### config.mk
export PLATFORM = sky130hd
export DESIGN_NAME = unicode_escape_byte_decoder
export DESIGN_NICKNAME = d
export VERILOG_FILES = /design/src/hw/rtl/ued_pkg.sv /design/src/hw/rtl/ued_outbuf.sv /design/src/hw/rtl/unicode_escape_byte_decoder.sv
export SDC_FILE = /design/constraint.sdc
export NUM_CORES = 1
export LEC_CHECK = 0
export BUFFER_PORTS_ARGS = -buffer_cell sky130_fd_sc_hd__clkbuf_2
export CORE_MARGIN = 4
export CORE_UTILIZATION = 30
export CTS_BUF_LIST = sky130_fd_sc_hd__clkbuf_4 sky130_fd_sc_hd__clkbuf_8 sky130_fd_sc_hd__clkbuf_16
export CTS_CLUSTER_DIAMETER = 120
export DETAILED_ROUTE_END_ITERATION = 8
export GPL_ROUTABILITY_DRIVEN = 0
export MAX_ROUTING_LAYER = met4
export SLEW_MARGIN = 25
export SYNTH_ARGS = -nofsm -noshare
export SYNTH_HDL_FRONTEND = slang
export SYNTH_SLANG_ARGS = --single-unit
### constraint.sdc
create_clock -name clk -period 3.5 [get_ports clk]
set_input_delay 0.875 -clock clk [delete_from_list [all_inputs] [get_ports clk]]
set_output_delay 0.875 -clock clk [all_outputs]
set_load 0.01 [all_outputs]
### src/hw/rtl/ued_pkg.sv
// Shared types, character codes and helpers for the unicode escape byte decoder.
package ued_pkg;

	localparam int MAX_RES = 5;
	localparam int CNT_W   = 3;

	localparam logic [7:0] CH_BACKSLASH = 8'h5C;
	localparam logic [7:0] CH_U         = 8'h75;
	localparam logic [7:0] CH_ZERO      = 8'h30;
	localparam logic [7:0] CH_NINE      = 8'h39;
	localparam logic [7:0] CH_A         = 8'h61;
	localparam logic [7:0] CH_F         = 8'h66;
	localparam logic [7:0] HEX_TEN      = 8'd10;

	// One output item.
	typedef struct packed {
		logic [7:0] data;
		logic       str_end;
		logic       run_last;
		logic       warn;
	} ued_res_t;

	// Load request from the decode stage to the output buffer.
	typedef struct packed {
		logic             valid;
		logic [CNT_W-1:0] cnt;
	} ued_load_t;

	// Lowercase hex digit value; any other character counts as zero.
	function automatic logic [3:0] hexval(input logic [7:0] c);
		logic [7:0] t;
		t = 8'd0;
		if (c >= CH_ZERO && c <= CH_NINE) begin
			t = c - CH_ZERO;
		end else if (c >= CH_A && c <= CH_F) begin
			t = c - CH_A + HEX_TEN;
		end
		return t[3:0];
	endfunction

endpackage

### src/hw/rtl/ued_outbuf.sv
// Output buffer: holds the items of one decoded byte, drains one per ready cycle.
module ued_outbuf (
	input  logic                                         clk,
	input  logic                                         arst_n,
	input  ued_pkg::ued_load_t                           load,
	input  ued_pkg::ued_res_t [ued_pkg::MAX_RES-1:0]     load_res,
	output logic                                         load_ok,
	output logic                                         m_tvalid,
	input  logic                                         m_tready,
	output logic [7:0]                                   m_tdata,  // out_byte
	output logic                                         m_tlast,  // out_string_end
	output logic [1:0]                                   m_tuser   // out_run_last, wide_warning
);
	import ued_pkg::*;

	ued_res_t [MAX_RES-1:0] ent_q;
	logic [CNT_W-1:0]       cnt_q;
	logic                   pop;

	assign m_tvalid = (cnt_q != '0);
	assign pop      = m_tvalid && m_tready;
	assign load_ok  = (cnt_q == '0) || (cnt_q == CNT_W'(1) && pop);

	assign m_tdata  = ent_q[0].data;
	assign m_tlast  = ent_q[0].str_end;
	assign m_tuser  = {ent_q[0].warn, ent_q[0].run_last};

	always_ff @(posedge clk or negedge arst_n) begin
		if (!arst_n) begin
			cnt_q <= '0;
		end else if (load.valid) begin
			cnt_q <= load.cnt;
		end else if (pop) begin
			cnt_q <= cnt_q - CNT_W'(1);
		end
	end

	// Payload: replace on load, otherwise shift toward the head on each pop.
	always_ff @(posedge clk) begin
		if (load.valid) begin
			ent_q <= load_res;
		end else if (pop) begin
			for (int i = 0; i < MAX_RES - 1; i++) begin
				ent_q[i] <= ent_q[i+1];
			end
		end
	end

endmodule

### src/hw/rtl/unicode_escape_byte_decoder.sv
// Top level of the streaming unicode escape byte decoder.
//
// Takes one string byte per item on the slave stream (tlast marks the final
// byte of a string) and gives decoded bytes on the master stream. A backslash
// and 'u' open an escape; the four characters after them are consumed and the
// escape becomes one byte, 16 * hex(fifth) + hex(sixth), counting only
// lowercase hex digits (anything else is zero). tuser[1] flags an escape whose
// two high digits are not both '0'. An escape cut short by the end of the
// string comes out as its raw bytes; a backslash not followed by 'u' passes
// through raw. Each input item gives zero to five output items, and tuser[0]
// marks the last one caused by that input item. An accepted item is held in
// the input register, where it is decoded in one pass; once the output buffer
// can take its results they are loaded there, and the first is then on the
// master stream. The output buffer drains one item per cycle while m_tready
// is high, and the input register hands its item over only when the buffer is
// empty or its last item is being taken, so an item that produces several
// results holds the input until its last result is being taken; items that
// produce zero or one result are accepted every cycle while m_tready is high.
// s_tready follows m_tready combinationally through that check.
module unicode_escape_byte_decoder (
	input  logic       clk,
	input  logic       arst_n,
	input  logic       s_tvalid,
	output logic       s_tready,
	input  logic [7:0] s_tdata,   // in_byte
	input  logic       s_tlast,   // in_final
	output logic       m_tvalid,
	input  logic       m_tready,
	output logic [7:0] m_tdata,   // out_byte
	output logic       m_tlast,   // out_string_end
	output logic [1:0] m_tuser    // out_run_last, wide_warning
);
	import ued_pkg::*;

	// Input register stage.
	logic       valid_s1;
	logic [7:0] byte_s1;
	logic       final_s1;

	// Escape prefix held across items.
	logic [CNT_W-1:0] pc_q;
	logic [7:0]       pend_q [MAX_RES];

	// Decode results.
	ued_res_t [MAX_RES-1:0] res;
	logic [CNT_W-1:0]       n_res;
	logic [CNT_W-1:0]       pc_d;
	logic                   wr_en;
	logic [CNT_W-1:0]       wr_idx;
	ued_load_t              load;
	logic                   load_ok;
	logic                   adv;

	// Advance the input stage when the output buffer can take its results.
	assign adv      = valid_s1 && load_ok;
	assign s_tready = !valid_s1 || load_ok;

	always_ff @(posedge clk or negedge arst_n) begin
		if (!arst_n) begin
			valid_s1 <= 1'b0;
		end else if (s_tready) begin
			valid_s1 <= s_tvalid;
		end
	end

	always_ff @(posedge clk) begin
		if (s_tvalid && s_tready) begin
			byte_s1  <= s_tdata;
			final_s1 <= s_tlast;
		end
	end

	// Single-pass decode of the staged byte against the held prefix.
	always_comb begin
		res    = '0;
		n_res  = '0;
		pc_d   = '0;
		wr_en  = 1'b0;
		wr_idx = pc_q;
		case (pc_q)
			CNT_W'(1), CNT_W'(2), CNT_W'(3), CNT_W'(4): begin
				if (final_s1) begin
					// Escape cut short: flush the held bytes and this one raw.
					for (int i = 0; i < MAX_RES - 1; i++) begin
						if (CNT_W'(i) < pc_q) begin
							res[i].data = pend_q[i];
						end
					end
					res[pc_q].data    = byte_s1;
					res[pc_q].str_end = 1'b1;
					n_res             = pc_q + CNT_W'(1);
				end else if (pc_q == CNT_W'(1) && byte_s1 != CH_U) begin
					// Backslash without 'u': emit it, then treat this byte as fresh.
					res[0].data = pend_q[0];
					if (byte_s1 == CH_BACKSLASH) begin
						n_res  = CNT_W'(1);
						pc_d   = CNT_W'(1);
						wr_en  = 1'b1;
						wr_idx = '0;
					end else begin
						res[1].data = byte_s1;
						n_res       = CNT_W'(2);
					end
				end else begin
					// Hold the byte and advance through the escape.
					wr_en = 1'b1;
					pc_d  = pc_q + CNT_W'(1);
				end
			end
			CNT_W'(5): begin
				res[0].data    = {hexval(pend_q[4]), hexval(byte_s1)};
				res[0].str_end = final_s1;
				res[0].warn    = (pend_q[2] != CH_ZERO) || (pend_q[3] != CH_ZERO);
				n_res          = CNT_W'(1);
			end
			default: begin
				if (byte_s1 == CH_BACKSLASH && !final_s1) begin
					wr_en  = 1'b1;
					wr_idx = '0;
					pc_d   = CNT_W'(1);
				end else begin
					res[0].data    = byte_s1;
					res[0].str_end = final_s1;
					n_res          = CNT_W'(1);
				end
			end
		endcase
		// Mark the last result of this item.
		for (int i = 0; i < MAX_RES; i++) begin
			res[i].run_last = (n_res == CNT_W'(i + 1));
		end
	end

	always_ff @(posedge clk or negedge arst_n) begin
		if (!arst_n) begin
			pc_q <= '0;
		end else if (adv) begin
			pc_q <= pc_d;
		end
	end

	always_ff @(posedge clk) begin
		if (adv && wr_en) begin
			pend_q[wr_idx] <= byte_s1;
		end
	end

	assign load.valid = adv;
	assign load.cnt   = n_res;

	ued_outbuf u_outbuf (
		.clk      (clk),
		.arst_n   (arst_n),
		.load     (load),
		.load_res (res),
		.load_ok  (load_ok),
		.m_tvalid (m_tvalid),
		.m_tready (m_tready),
		.m_tdata  (m_tdata),
		.m_tlast  (m_tlast),
		.m_tuser  (m_tuser)
	);

	// The held prefix never grows past a full escape.
	a_pc_range: assert property (@(posedge clk) disable iff (!arst_n)
		pc_q <= CNT_W'(5))
		else $error("escape prefix count out of range");

	// Nothing stays held after the final byte of a string.
	a_final_clears: assert property (@(posedge clk) disable iff (!arst_n)
		adv && final_s1 |=> pc_q == '0)
		else $error("prefix held across string end");

	// A completed escape yields exactly one result.
	a_escape_one: assert property (@(posedge clk) disable iff (!arst_n)
		adv && pc_q == CNT_W'(5) |-> n_res == CNT_W'(1))
		else $error("escape did not give one result");

	// A non-final byte never flags the string end on its first two results.
	a_end_only_final: assert property (@(posedge clk) disable iff (!arst_n)
		adv && !final_s1 |-> !res[0].str_end && !res[1].str_end)
		else $error("string end flagged on non-final byte");

endmodule
### After elaboration in Yosys (flattened, before gate mapping)

Memory sizes are Yosys's and may differ from the RTL's.
Index checks and enable logic that the tools add are counted.

* multiplexer cells: 60
* order comparisons: 14
* equal/unequal tests: 15
* reduce and logical (&&, ||, !) cells: 22
* add/sub/neg operators: 8

Operators with widths (count)
* 2-to-1 mux 8 bit: 17
* bitwise mux 55 bit: 2
* 2-to-1 mux 44 bit: 2
* demux 11 bit (select 3 bit): 2
* 2-to-1 mux 3 bit: 12
* 2-to-1 mux 33 bit: 1
* 2-to-1 mux 22 bit: 1
* case mux 3 bit (2 select lines): 3
* case mux 9 bit (2 select lines): 1
* >= comparator 8 x 6 -> 1 bit, second input constant: 2
* >= comparator 8 x 7 -> 1 bit, second input constant: 2
* less-or-equal comparator 8 x 6 -> 1 bit, second input constant: 2
* less-or-equal comparator 8 x 7 -> 1 bit, second input constant: 2
* 2-to-1 mux 4 bit: 4
* inequality test 8 x 6 -> 1 bit, second input constant: 2
* subtractor 4 x 1 -> 4 bit, second input constant: 4
* == test 3 x 2 -> 1 bit, second input constant: 4
* == test 3 bit, second input constant: 4
* logical AND 1 bit: 12
* 2-to-1 mux 11 bit: 1
* == test 3 x 1 -> 1 bit, second input constant: 3
* 2-to-1 mux 1 bit: 9
* 2-to-1 mux 9 bit: 1
* adder 4 bit, second input constant: 2
* 17 further kinds: 24

* register bits: 71
* input bits: 13
* memories: 1
* RAM bits: 40
* output and inout bits: 13

Memories
* pend_q: depth 5, width 8, read ports 5, clocked after Yosys merged registers in 0, wr ports 1, line unicode_escape_byte_decoder.sv:42 `logic [7:0] pend_q [MAX_RES];`

### Longest topological paths before layout

Gate-level depths: netlist (run 1).

* depth in word-level cells: 9
* gate-level depth with buffers: 9
* depth with buffers taken out: 7

### Hierarchy

Synthesis (run 1) repeated with hierarchy kept, for this count alone.

* cell total of the unflattened synthesis: 419
* area total of the unflattened synthesis: 5808.1 sq um

By module, submodules not included
* unicode_escape_byte_decoder: area an instance 3096.7 sq um, sequential area each 1571.5 sq um, times used 1, cells each 277
* ued_outbuf: area an instance 2711.4 sq um, sequential area each 1726.7 sq um, times used 1, cells each 142

### Worst setup path before layout (run 1)

OpenSTA, ideal clock, no wires.

* path type: input port to flip-flop
* start: input port m_tready
* end: register u_outbuf.ent_q[12] in the netlist's numbering (enable)
* arrival time: 2.475 ns
* slack: 0.486 ns
* setup time: 0.539 ns
* required time: 2.961 ns
* buffers on the path: 3
* stages: 6
* path through: a21o_1 -> nand3_1 -> buf_2 -> buf_2 -> buf_2 -> nand2_1

* cells in the longest elaborated chain, start to end: 5

RTL lines
* start, declared: line unicode_escape_byte_decoder.sv:28 `input logic m_tready,`
* logical AND 1 bit (*): line ued_outbuf.sv:21 `assign pop = m_tvalid && m_tready;`
* logical AND 1 bit: line ued_outbuf.sv:22 `assign load_ok = (cnt_q == '0) || (cnt_q == CNT_W'(1) && pop);`
* logical OR 1 bit: line ued_outbuf.sv:22
* logical AND 1 bit: line unicode_escape_byte_decoder.sv:55 `assign adv = valid_s1 && load_ok;`
* nonzero test 2 bit (no source line) (*)
* end signal, assigned: line ued_outbuf.sv:41 `ent_q <= load_res;`
* end signal, assigned by index: line ued_outbuf.sv:44 `ent_q[i] <= ent_q[i+1];`
* end, declared: line ued_outbuf.sv:16 `ued_res_t [MAX_RES-1:0] ent_q;`

Every way passes the cells marked *; elsewhere a longest branch is shown, timed or not.
A chain may end at the register's enable or synchronous reset.

### Worst setup path in the final report (run 1)

* start: register pc_q[0]
* end: memory pend_q[4][4] (enable)

* cells in the longest elaborated chain, start to end: 8
* elaborated cells between the ends (all ways): 18
* those cells by class: eq/ne (5); mux (10); reduce/logical (3)

RTL lines
* start, declared: line unicode_escape_byte_decoder.sv:41 `logic [CNT_W-1:0] pc_q;`
* start signal, assigned: line unicode_escape_byte_decoder.sv:138 `pc_q <= pc_d;`
* == test 3 x 1 -> 1 bit: line unicode_escape_byte_decoder.sv:80, unicode_escape_byte_decoder.sv:92
* logical AND 1 bit: line unicode_escape_byte_decoder.sv:92 `end else if (pc_q == CNT_W'(1) && byte_s1 != CH_U) begin`
* 2-to-1 mux 1 bit: line unicode_escape_byte_decoder.sv:92
* 2-to-1 mux 1 bit: line unicode_escape_byte_decoder.sv:82 `if (final_s1) begin`
* case mux 1 bit (2 select lines): line unicode_escape_byte_decoder.sv:80 `case (pc_q)`
* logical AND 1 bit: line unicode_escape_byte_decoder.sv:143 `if (adv && wr_en) begin`
* 2-to-1 mux 1 bit: line unicode_escape_byte_decoder.sv:143
* 2-to-1 mux 1 bit (implied by the code): line unicode_escape_byte_decoder.sv:144 `pend_q[wr_idx] <= byte_s1;`
* end, declared: line unicode_escape_byte_decoder.sv:42

Parallel ways exist; a longest one is shown, timed or not.

==> implementation parameters, run 1 <==
Parameter                              Value

Setup path
  Number of cell instances on the worst register-to-register path ... 7
  Worst setup path category ... register to register
  Setup crit start kind ... register
  CP max stage delay ... 560 ps
  Worst r2r dst ... pend_q[4][4]
  CP Capture Type ... register
  Worst-path fanout max ... 8
  Buf/Inv on CP ... 1
  CP max stage cell ... nor2_1
  Top Family by Delay on Critical Path ... simple AND/OR/NAND/NOR gates
  Setup slack of the worst register-to-register path ... 670 ps
  List of cells traversed by the critical path ... inv_1 > ha_1 > nand2b_1 > nand2_1 > o21ai_1 > nand3_2 > nor2_1
  Required time of the critical path ... 3490 ps
  Data arrival time of the worst path ... 2820 ps
  Worst R2R Start ... pc_q[0]

Route
  1st-pass router iterations ... 6
  Detailed-route wire length per cell ... 18.5 um
  Remaining routing DRC violations ... 0
  Detail-routed via count per cell ... 5.28
  Routed wire length ... 12200 um
  Total number of vias ... 3494
  DRT iter0 DRCs ... 445
  Number of antenna-violating nets in the routed design ... 0

STA
  Final Max Slew Viols ... 0
  Total setup violations reported at the end of the flow ... 0
  Clock Skew ... 11.9 ps
  Worst slew pin tran ... 694 ps
  Fin crit period ... 2830 ps
  Achievable frequency ... 353 MHz
  Final clock period utilization by the worst path ... 80.8%
  Fin worst setup slack ... 670 ps
  Setup repair after global routing missed its margin ... no
  Hold Fails Final Rpt ... 0
  Remaining max-slew budget at the tightest pin ... 53.7%
  Setup TNS Final ... 0 ps

Final layout
  Most frequent cells in the layout ... edfxtp_1 (100), nand2_1 (34), clkbuf_2 (25)
  Layout overhead on the synthesized area ... 11.4%
  # diodes ... 0
  Multi-input gate area ... 1840 um^2
  Share of cells above drive strength 1 ... 18.3%
  Layout fillers ... 1688
  Post-route insts no fill ... 662
  Leading cell type in the layout, fill and taps excluded ... edfxtp_1
  Finished Cell Area ... 5910 um^2
  Post-layout net count ... 457
  Total area of sequential cells ... 3180 um^2

Global route
  Wire length of the first global-routing pass ... 19400 um
  Number of global-route vias before repair ... 3379
  Initial antenna violation count ... 0
  Pin count of the biggest net entering global routing ... 33
  Overflow left after global routing ... 0
  Total routing resource utilization after global routing ... 13.0%

Die
  Count of boundary I/O pins ... 26
  Core ar. ... 17300 um^2
  Cell row count ... 48
  Horiz. Die Dim ... 141 um
  Total Die Area ... 19900 um^2
  Vertical extent of the die ... 141 um
  Starting Density ... 30.6%

Power and ir drop
  Lkg Pwr ... 0.00213 uW
  Final Total Pwr ... 4550 uW
  VDD IR-drop max ... 0.277 mV
  PD cells ... 769 nW/um^2

Run status
  Outcome ... completed

Clock network
  Clk Tree Root Cell ... clkbuf_16
  Clock edge transition at the registers on the reported setup and hold paths ... 70 ps
  Clock buffer count from CTS ... 9
  Hold buffer count at CTS ... 0
  Number of buffers added for setup after CTS ... 0
  Max Buffers Root-to-Sink ... 2
  Depth of the CTS H-tree ... 3
  Clock latency of the later-clocked register in the worst-skew pair ... 350 ps
  Number of clock sinks ... 107
  Number of cells upsized or downsized after cts ... 0
  TritonCTS clock tree ... done

Yosys
  Count of flip-flops with a built-in enable after synthesis ... 100
  Number of library cell types mapped by synthesis ... 74
  Sequential area share after synthesis ... 59.9%
  YS warnings ... 0
  #FFs+latches synth ... 107
  Netlist area before placement ... 5300 um^2
  Synthesized area per cell ... 12.8 um^2
  Post-synthesis net count ... 438
  Asr flop ratio synth ... 6.54%
  Ys flop type ... edfxtp_1
  Number of cells produced by synthesis ... 413

Placement
  Placed cells ... 646
  Number of port buffers ... 25
  Half-perimeter wire length after detailed placement ... 8780 um
  Worst slack, placed ... 632 ps
  Placed inst area ... 5640 um^2

Job
  MaxCap Viol Count ... 0

Hold path
  Hold/Removal Path Class ... primary input to asynchronous set/reset pin
state kept, by name, summed over array words and instances, names as in the netlist:
name / count
u_outbuf.m_tuser: 2
byte_s1: 8
final_s1: 1
u_outbuf.m_tlast: 1
u_outbuf.ent_q: 40
pend_q: 40
u_outbuf.m_tdata: 8
valid_s1: 1
pc_q: 3
u_outbuf.cnt_q: 3
metrics by stage:
step	hold WS [ps]	util (%)
finish	356	34.2
global route	358	34.2
CTS	352	34.2
detailed placement	504	32.6
global placement	503	32.6
floorplan	489	-
synthesized netlist by cell type, drive strengths merged (4+ instances only):
library cell | number | area, um^2
nor2 | 20 | 80.1
buf | 24 | 165
a221o | 4 | 40.0
or3b | 4 | 35.0
a22o | 21 | 184
nor3 | 5 | 30.0
a222oi | 10 | 100
dfrtp | 7 | 175
a21oi | 16 | 80.1
ha | 12 | 150
inv | 18 | 67.6
edfxtp | 100 | 3000
o22a | 4 | 35.0
o21ai | 23 | 119
nand2 | 35 | 131
nand4 | 4 | 25.0
nand2b | 7 | 43.8
clkbuf | 9 | 45.0
nor4 | 10 | 96.4
a22oi | 10 | 80.1
nand3 | 6 | 35.0
and2 | 9 | 60.1
cell families (layout without fill, tap and decap cells):
family | count (synthesis) | after routing | share of synthesized area (%)
multiplexers | 4 | 4 | 0.873
adder cells (fa/ha/maj) | 12 | 12 | 2.83
XOR/XNOR | 1 | 1 | 0.165
flip-flops | 107 | 107 | 59.9
AO/OA/AOI/OAI | 112 | 112 | 16.4
AND/OR/NAND/NOR | 125 | 125 | 14.4
buffers and inverters | 52 | 76 | 5.40
worst register-to-register path, cell delays in order, from the launching register on:
cell and delay [ps]:
dfrtp_1 380, inv_1 240, ha_1 340, nand2b_1 240, nand2_1 220, o21ai_1 280, nand3_2 210, nor2_1 560
final cells by class:
| cell class | count | area share (%) |
|---|---|---|
| Clock buffer | 9 | 3.81 |
| Clock inverter | 7 | 0.741 |
| Inverter | 19 | 1.29 |
| Multi-Input combinational cell | 254 | 31.2 |
| Sequential cell | 107 | 53.8 |
| Tap cell | 225 | 4.77 |
| Timing Repair Buffer | 41 | 4.36 |
worst max path at each step:
stage          startpoint                 end  slack [ps]  cells after the start
2_1_floorplan    m_tready  u_outbuf.ent_q[12]         490                      6
3_3_place_gp     m_tready        pend_q[4][6]         710                      6
3_5_place_dp     m_tready        pend_q[4][4]         630                      6
4_1_cts           pc_q[0]        pend_q[4][1]         720                      7
5_1_grt           pc_q[0]        pend_q[4][2]         550                      7
6_report          pc_q[0]        pend_q[4][4]         670                      7
per-layer routing:
metal,up-vias,track usage [%],part of all wire [%]
met2,109,18.7,45
met3,16,2.48,6.1
met4,0,5.05,2.0
met1,1730,18.3,47
met5,-,-,0
li1,1639,-,-
where the power goes:
part / internal, uW / switching (uW) / leakage, uW
logic: 557 / 934 / 0.000960
clock network: 480 / 453 / 0.000135
registers: 1940 / 177 / 0.00104
Note: power is estimated with default switching activity, not from simulation.
==> run 2, diff against run 1 <==
==> constraint.sdc (replaced) <==
create_clock -name clk -period 2.52 [get_ports clk]
set_input_delay 0.63 -clock clk [delete_from_list [all_inputs] [get_ports clk]]
set_output_delay 0.63 -clock clk [all_outputs]
set_load 0.01 [all_outputs]
==> implementation parameters, run 2 (synthesis gave the netlist of run 1 again) <==
Parameter                              Value

Run status
  Outcome ... completed (unchanged)

Clock network
  Hold buffer count at CTS ... 0 (unchanged)
  Number of clock sinks ... 107 (unchanged)
  Depth of the CTS H-tree ... 3 (unchanged)
  Clk Tree Root Cell ... clkbuf_16 (unchanged)
  TritonCTS clock tree ... done (unchanged)
  Clock edge transition at the registers on the reported setup and hold paths ... 80 ps (was 70 ps)
  Max Buffers Root-to-Sink ... 2 (unchanged)
  Clock latency of the later-clocked register in the worst-skew pair ... 360 ps (was 350 ps)
  Clock buffer count from CTS ... 9 (unchanged)

Die
  Cell row count ... 48 (unchanged)
  Core ar. ... 17300 um^2 (unchanged)
  Starting Density ... 30.6% (unchanged)
  Vertical extent of the die ... 141 um (unchanged)
  Count of boundary I/O pins ... 26 (unchanged)
  Horiz. Die Dim ... 141 um (unchanged)
  Total Die Area ... 19900 um^2 (unchanged)

STA
  Final clock period utilization by the worst path ... 95.1% (was 80.8%)
  Achievable frequency ... 417 MHz (was 353 MHz)
  Setup repair after global routing missed its margin ... yes (was no)
  Remaining max-slew budget at the tightest pin ... 59.5% (was 53.7%)
  Hold Fails Final Rpt ... 0 (unchanged)
  Clock Skew ... 11.9 ps (about the same)
  Total setup violations reported at the end of the flow ... 0 (unchanged)
  Worst slew pin tran ... 607 ps (was 694 ps)
  Fin worst setup slack ... 122 ps (was 670 ps)
  Fin crit period ... 2400 ps (was 2830 ps)
  Final Max Slew Viols ... 0 (unchanged)

Route
  1st-pass router iterations ... 5 (was 6)
  Number of antenna-violating nets in the routed design ... 0 (unchanged)
  Remaining routing DRC violations ... 0 (unchanged)
  Detailed-route wire length per cell ... 18.1 um (was 18.5 um)
  Detail-routed via count per cell ... 5.13 (was 5.28)
  Total number of vias ... 3530 (was 3494)
  DRT iter0 DRCs ... 417 (was 445)
  Routed wire length ... 12400 um (was 12200 um)

Setup path
  CP max stage delay ... 510 ps (was 560 ps)
  Capture point of the worst path ... u_outbuf.m_tdata[4] (was pend_q[4][4])
  CP max stage cell ... a222oi_1 (was nor2_1)
  CP Capture Type ... register (unchanged)
  Required time of the critical path ... 2620 ps (was 3490 ps)
  CP Depth ... 7 (unchanged)
  Source of the critical timing path ... pend_q[4][0] (was pc_q[0])
  Setup slack of the worst register-to-register path ... 120 ps (was 670 ps)
  Buf/Inv on CP ... 1 (unchanged)
  Worst-path fanout max ... 4 (was 8)
  Worst setup path category ... register to register (unchanged)
  Worst r2r dst ... u_outbuf.m_tdata[4] (was pend_q[4][4])
  Data arrival time of the worst path ... 2500 ps (was 2820 ps)
  List of cells traversed by the critical path ... inv_2 > ha_4 > or3b_1 > and4_4 > mux2_4 > a222oi_1 > a21oi_1 (was inv_1 > ha_1 > nand2b_1 > nand2_1 > o21ai_1 > nand3_2 > nor2_1)
  Top Family by Delay on Critical Path ... compound AO/OA/AOI/OAI gates (was simple AND/OR/NAND/NOR gates)
  Number of cell instances on the worst register-to-register path ... 7 (unchanged)
  Worst R2R Start ... pend_q[4][0] (was pc_q[0])
  Setup crit start kind ... register (unchanged)

Hold path
  Hold/Removal Path Class ... primary input to asynchronous set/reset pin (unchanged)

Global route
  Pin count of the biggest net entering global routing ... 35 (was 33)
  Number of global-route vias before repair ... 3465 (was 3379)
  Wire length of the first global-routing pass ... 20100 um (was 19400 um)
  Total routing resource utilization after global routing ... 13.3% (was 13.0%)
  Overflow left after global routing ... 0 (unchanged)
  Initial antenna violation count ... 0 (unchanged)

Power and ir drop
  VDD IR-drop max ... 0.459 mV (was 0.277 mV)
  Final Total Pwr ... 6610 uW (was 4550 uW)
  PD cells ... 1070 nW/um^2 (was 769 nW/um^2)
  Lkg Pwr ... 0.00227 uW (was 0.00213 uW)

Job
  MaxCap Viol Count ... 0 (unchanged)

Final layout
  Layout fillers ... 1690 (was 1688)
  Post-layout net count ... 483 (was 457)
  Leading registers by flop count ... pend_q (40), u_outbuf.ent_q (40) (unchanged)
  Finished Cell Area ... 6170 um^2 (was 5910 um^2)
  Share of cells above drive strength 1 ... 25.1% (was 18.3%)
  Most frequent cells in the layout ... edfxtp_1 (100), buf_4 (41), nand2_1 (34) (was edfxtp_1 (100), nand2_1 (34), clkbuf_2 (25))
  # diodes ... 0 (unchanged)
  Layout overhead on the synthesized area ... 16.4% (was 11.4%)
  Total area of sequential cells ... 3180 um^2 (unchanged)
  Post-route insts no fill ... 688 (was 662)
  Multi-input gate area ... 1880 um^2 (was 1840 um^2)
  Leading cell type in the layout, fill and taps excluded ... edfxtp_1 (unchanged)

Placement
  Half-perimeter wire length after detailed placement ... 9070 um (was 8780 um)
  Worst slack, placed ... 7.65 ps (was 632 ps)
  Number of port buffers ... 25 (unchanged)
  Placed cells ... 666 (was 646)
  Placed inst area ... 5790 um^2 (was 5640 um^2)
run 2: changes by cell type in the layout (fill, tap and decap cells not counted), moves of 2 or more:
cell	before	now
ha_2	0	3
buf_4	15	41
clkinv_1	2	0
ha_1	12	8
run 2: per-stage QoR:
| step | hold WS [ps] | TNS, ps | util, % |
|---|---|---|---|
| 2_1_floorplan | 334 | -307 | - |
| 3_3_place_gp | 479 | 0 | 33.5 |
| 3_5_place_dp | 483 | 0 | 33.5 |
| 4_1_cts | 87.1 | 0 | 35.3 |
| 5_1_grt | 103 | -31.9 | 35.7 |
| 6_report | 94.1 | 0 | 35.7 |
run 2: repair_timing:
item,4_1_cts,5_1_grt
resized for setup,1,8
endpoints found under the setup margin,1,18
pin swaps,2,8
buffers inserted,1,5
run 2: final cells by class:
| cell class | instances | area share [%] |
|---|---|---|
| Clock inverter | 7 | 1.32 |
| Clock buffer | 9 | 3.65 |
| Sequential cell | 107 | 51.5 |
| Inverter | 19 | 1.24 |
| Tap cell | 225 | 4.56 |
| Timing Repair Buffer | 67 | 7.34 |
| Multi-Input combinational cell | 254 | 30.4 |
run 2: worst min path at each step:
stage	startpoint	to	slack, ps	cells past startpoint
2_1_floorplan	arst_n	pc_q[0]	330	0
3_3_place_gp	arst_n	u_outbuf.cnt_q[1]	480	1
3_5_place_dp	arst_n	u_outbuf.cnt_q[1]	480	1
4_1_cts	arst_n	u_outbuf.cnt_q[0]	90	1
5_1_grt	arst_n	u_outbuf.cnt_q[1]	100	1
6_report	arst_n	u_outbuf.cnt_q[0]	90	1
run 2: worst reg2reg max path, stage by stage, from the launching register on:
cell	delay (ps)
edfxtp_1	470
inv_2	120
ha_4	130
or3b_1	350
and4_4	160
mux2_4	250
a222oi_1	510
a21oi_1	150
run 2: where the power goes:
group | switching (uW) | internal [uW] | leakage [uW]
combinational | 1360 | 877 | 0.00108
sequential | 215 | 2700 | 0.00104
clock | 667 | 786 | 0.000152
total | 2250 | 4360 | 0.00227
run 2: metal layers:
metal / vias to the layer above / track usage (%) / part of all wire [%]
met5: - / - / 0
met4: 0 / 5.81 / 2.2
met3: 19 / 2.82 / 5.2
met2: 110 / 19.4 / 46
met1: 1709 / 18.0 / 47
li1: 1692 / - / -
==> run 3, diff against run 2 <==
--- a/config.mk
+++ b/config.mk
@@ -5,6 +5,7 @@
 export SDC_FILE = /design/constraint.sdc
 export NUM_CORES = 1
 export LEC_CHECK = 0
+export ABC_AREA = 1
 export BUFFER_PORTS_ARGS = -buffer_cell sky130_fd_sc_hd__clkbuf_2
 export CORE_MARGIN = 4
 export CORE_UTILIZATION = 30
@@ -13,7 +14,9 @@
 export DETAILED_ROUTE_END_ITERATION = 8
 export GPL_ROUTABILITY_DRIVEN = 0
 export MAX_ROUTING_LAYER = met4
+export RECOVER_POWER = 25
 export SLEW_MARGIN = 25
 export SYNTH_ARGS = -nofsm -noshare
 export SYNTH_HDL_FRONTEND = slang
+export SYNTH_HIERARCHICAL = 1
 export SYNTH_SLANG_ARGS = --single-unit
==> implementation parameters, run 3 <==
Parameter                              Value

Run status
  Outcome ... completed (unchanged)

STA
  Setup TNS Final ... 0 ps (unchanged)
  Hold WS ... 161 ps (was 94.1 ps)
  Achievable frequency ... 443 MHz (was 417 MHz)
  Final clock period utilization by the worst path ... 89.6% (was 95.1%)
  Clock Skew ... 10.6 ps (was 11.9 ps)
  Worst slew pin tran ... 602 ps (was 607 ps)
  Final Max Slew Viols ... 0 (unchanged)
  Hold Fails Final Rpt ... 0 (unchanged)
  Setup repair after global routing missed its margin ... no (was yes)
  Total setup violations reported at the end of the flow ... 0 (unchanged)
  Remaining max-slew budget at the tightest pin ... 59.7% (was 59.5%)
  Fin crit period ... 2260 ps (was 2400 ps)
  Fin worst setup slack ... 262 ps (was 122 ps)

Setup path
  CP Capture Type ... register (unchanged)
  CP max stage cell ... nor2_1 (was a222oi_1)
  Worst-path fanout max ... 8 (was 4)
  Data arrival time of the worst path ... 2240 ps (was 2500 ps)
  Required time of the critical path ... 2510 ps (was 2620 ps)
  Worst setup path category ... register to register (unchanged)
  Setup crit start kind ... register (unchanged)
  CP max stage delay ... 480 ps (was 510 ps)
  Most common cell type on the critical path ... nand2_1
  List of cells traversed by the critical path ... inv_1 > ha_1 > nand2_1 > nor2_1 > nand3_1 > nand2_1 > nand2_1 > inv_1 > nand2_1 > nor2_1 (was inv_2 > ha_4 > or3b_1 > and4_4 > mux2_4 > a222oi_1 > a21oi_1)

Clock network
  Clock latency of the later-clocked register in the worst-skew pair ... 360 ps (about the same)
  Hold buffer count at CTS ... 0 (unchanged)
  Depth of the CTS H-tree ... 3 (unchanged)
  Clock buffer count from CTS ... 9 (unchanged)
  Clock edge transition at the registers on the reported setup and hold paths ... 70 ps (was 80 ps)
  Number of buffers added for setup after CTS ... 0 (was 1)
  Number of clock sinks ... 111 (was 107)
  Max Buffers Root-to-Sink ... 2 (unchanged)
  TritonCTS clock tree ... done (unchanged)
  Clk Tree Root Cell ... clkbuf_16 (unchanged)
  Number of cells upsized or downsized after cts ... 0 (was 1)

Global route
  Total routing resource utilization after global routing ... 12.8% (was 13.3%)
  Number of global-route vias before repair ... 3895 (was 3465)
  Pin count of the biggest net entering global routing ... 50 (was 35)
  Wire length of the first global-routing pass ... 21100 um (was 20100 um)
  Overflow left after global routing ... 0 (unchanged)
  Initial antenna violation count ... 0 (unchanged)

Yosys
  Number of cells produced by synthesis ... 619 (was 413)
  Asr flop ratio synth ... 6.31% (was 6.54%)
  Post-synth top area share ... 54.5% (was 56.6%)
  Netlist area before placement ... 5730 um^2 (was 5300 um^2)
  Ys flop type ... edfxtp_1 (unchanged)
  Largest cells by area after synthesis ... edfxtp_1 (54%), nand2_1 (15%), nor2_1 (4.1%) (was edfxtp_1 (57%), a22o_1 (3.5%), dfrtp_1 (3.3%))
  YS warnings ... 6 (was 0)
  Most used standard cells in the synthesized netlist ... nand2_1 (232), edfxtp_1 (104), nor2_1 (63), inv_1 (42), nand3_1 (40) (was edfxtp_1 (100), nand2_1 (35), a22o_1 (21), inv_1 (18), nor2_1 (18))
  Count of flip-flops with a built-in enable after synthesis ... 104 (was 100)
  Number of library cell types mapped by synthesis ... 34 (was 74)
  #FFs+latches synth ... 111 (was 107)
  Cell type with the largest total area after synthesis ... edfxtp_1 (unchanged)
  Most frequent cell after synthesis ... nand2_1 (was edfxtp_1)
  Sequential area share after synthesis ... 57.6% (was 59.9%)
  Synthesized area per cell ... 9.26 um^2 (was 12.8 um^2)

Final layout
  Largest register by flop count ... u_outbuf/ent_q
  Share of cells above drive strength 1 ... 13.0% (was 25.1%)
  Post-layout net count ... 683 (was 483)
  Layout overhead on the synthesized area ... 12.4% (was 16.4%)
  Leading cell type in the layout, fill and taps excluded ... nand2_1 (was edfxtp_1)
  # diodes ... 0 (unchanged)
  Most frequent cells in the layout ... nand2_1 (232), edfxtp_1 (104), nor2_1 (63) (was edfxtp_1 (100), buf_4 (41), nand2_1 (34))
  Leading registers by flop count ... u_outbuf/ent_q (44), pend_q (40) (was pend_q (40), u_outbuf.ent_q (40))
  Flip-flop count of the largest register after layout ... 44

Job
  MaxCap Viol Count ... 0 (unchanged)

Route
  Routed wire length ... 13100 um (was 12400 um)
  Detailed-route wire length per cell ... 14.7 um (was 18.1 um)
  Remaining routing DRC violations ... 0 (unchanged)
  DRT iter0 DRCs ... 337 (was 417)
  1st-pass router iterations ... 5 (unchanged)
  Detail-routed via count per cell ... 4.64 (was 5.13)
  Total number of vias ... 4156 (was 3530)
  Number of antenna-violating nets in the routed design ... 0 (unchanged)

Die
  Vertical extent of the die ... 146 um (was 141 um)
  Core ar. ... 18800 um^2 (was 17300 um^2)
  Count of boundary I/O pins ... 26 (unchanged)
  Horiz. Die Dim ... 146 um (was 141 um)
  Starting Density ... 30.5% (was 30.6%)
  Cell row count ... 50 (was 48)
  Total Die Area ... 21400 um^2 (was 19900 um^2)

Power and ir drop
  Lkg Pwr ... 0.00273 uW (was 0.00227 uW)
  PD cells ... 1070 nW/um^2 (about the same)
  VDD IR-drop max ... 0.423 mV (was 0.459 mV)
  Final Total Pwr ... 6900 uW (was 6610 uW)

Hold path
  Hold/Removal Path Class ... primary input to asynchronous set/reset pin (unchanged)

Placement
  Number of port buffers ... 25 (unchanged)
  Worst slack, placed ... 296 ps (was 7.65 ps)
  Half-perimeter wire length after detailed placement ... 9690 um (was 9070 um)
-- run 3: changes by cell type in the layout (fill, tap and decap cells not counted), moves of 12 or more --
cell	change
a22o_1	-21
nand2_1	+198
clkbuf_1	+12
nand3_1	+36
buf_4	-22
inv_1	+24
nor2_1	+45
-- run 3: routing by layer --
layer  routed length [um]  vias to the layer above  track usage (%)
met2                 5610                      119             17.9
met3                  884                       10             2.95
met5                    0                        -                -
met1                 6490                     1909             18.7
li1                     -                     2118                -
met4                  161                        0             3.39
-- run 3: kinds of logic after synthesis --
logic type,Yosys count,share of synthesized area (%)
and+or+nand+nor,368,27.2
DFF,111,57.6
buffers and inverters,81,7.10
AOI/OAI and AO/OA,42,4.83
adders and majority gates,13,2.84
xor gates and xnor gates,3,0.459
other,1,0.0654
-- run 3: worst paths after layout --
path,depth (start not counted),slack (ps),to,from
min reg2reg,2,500,u_outbuf/ent_q[36],u_outbuf/ent_q[47]
max reg2reg,10,260,pend_q[3][0],byte_s1[0]
min in group clk,1,450,byte_s1[2],s_tdata[2]
min,1,160,u_outbuf/cnt_q[2],arst_n
max,10,260,pend_q[3][0],byte_s1[0]
max in group asynchronous,1,2070,pc_q[0],arst_n
-- run 3: per-stage QoR --
stage	std cells	utilization (%)	cell area (um^2)
after floorplan	622	-	5740
final	896	34.3	6440
after CTS	896	34.5	6480
after global placement	880	32.9	6180
after global routing	896	34.3	6440
after detailed placement	880	32.9	6180
-- run 3: worst max-delay path, delay by kind of cell, from the launching register on --
family | cells | cell delay (ps)
DFF | 1 | 440
and+or+nand+nor | 7 | 1030
buffers and inverters | 2 | 180
adders and majority gates | 1 | 240
-- run 3: cell type report --
cell class,count,area [um^2]
clock buffers,11,246
multi-input cells,430,2040
well taps,234,293
inverters,52,199
clock inverters,5,57.6
repair buffers,53,313
fillers,1931,12300
flip-flops and latches,111,3300
-- run 3: report_power, final --
group | switching, uW | leakage (uW) | internal, uW
Clock | 633 | 0.000153 | 811
Sequential | 193 | 0.00108 | 2890
Combinational | 1670 | 0.00149 | 709
Total | 2490 | 0.00273 | 4410
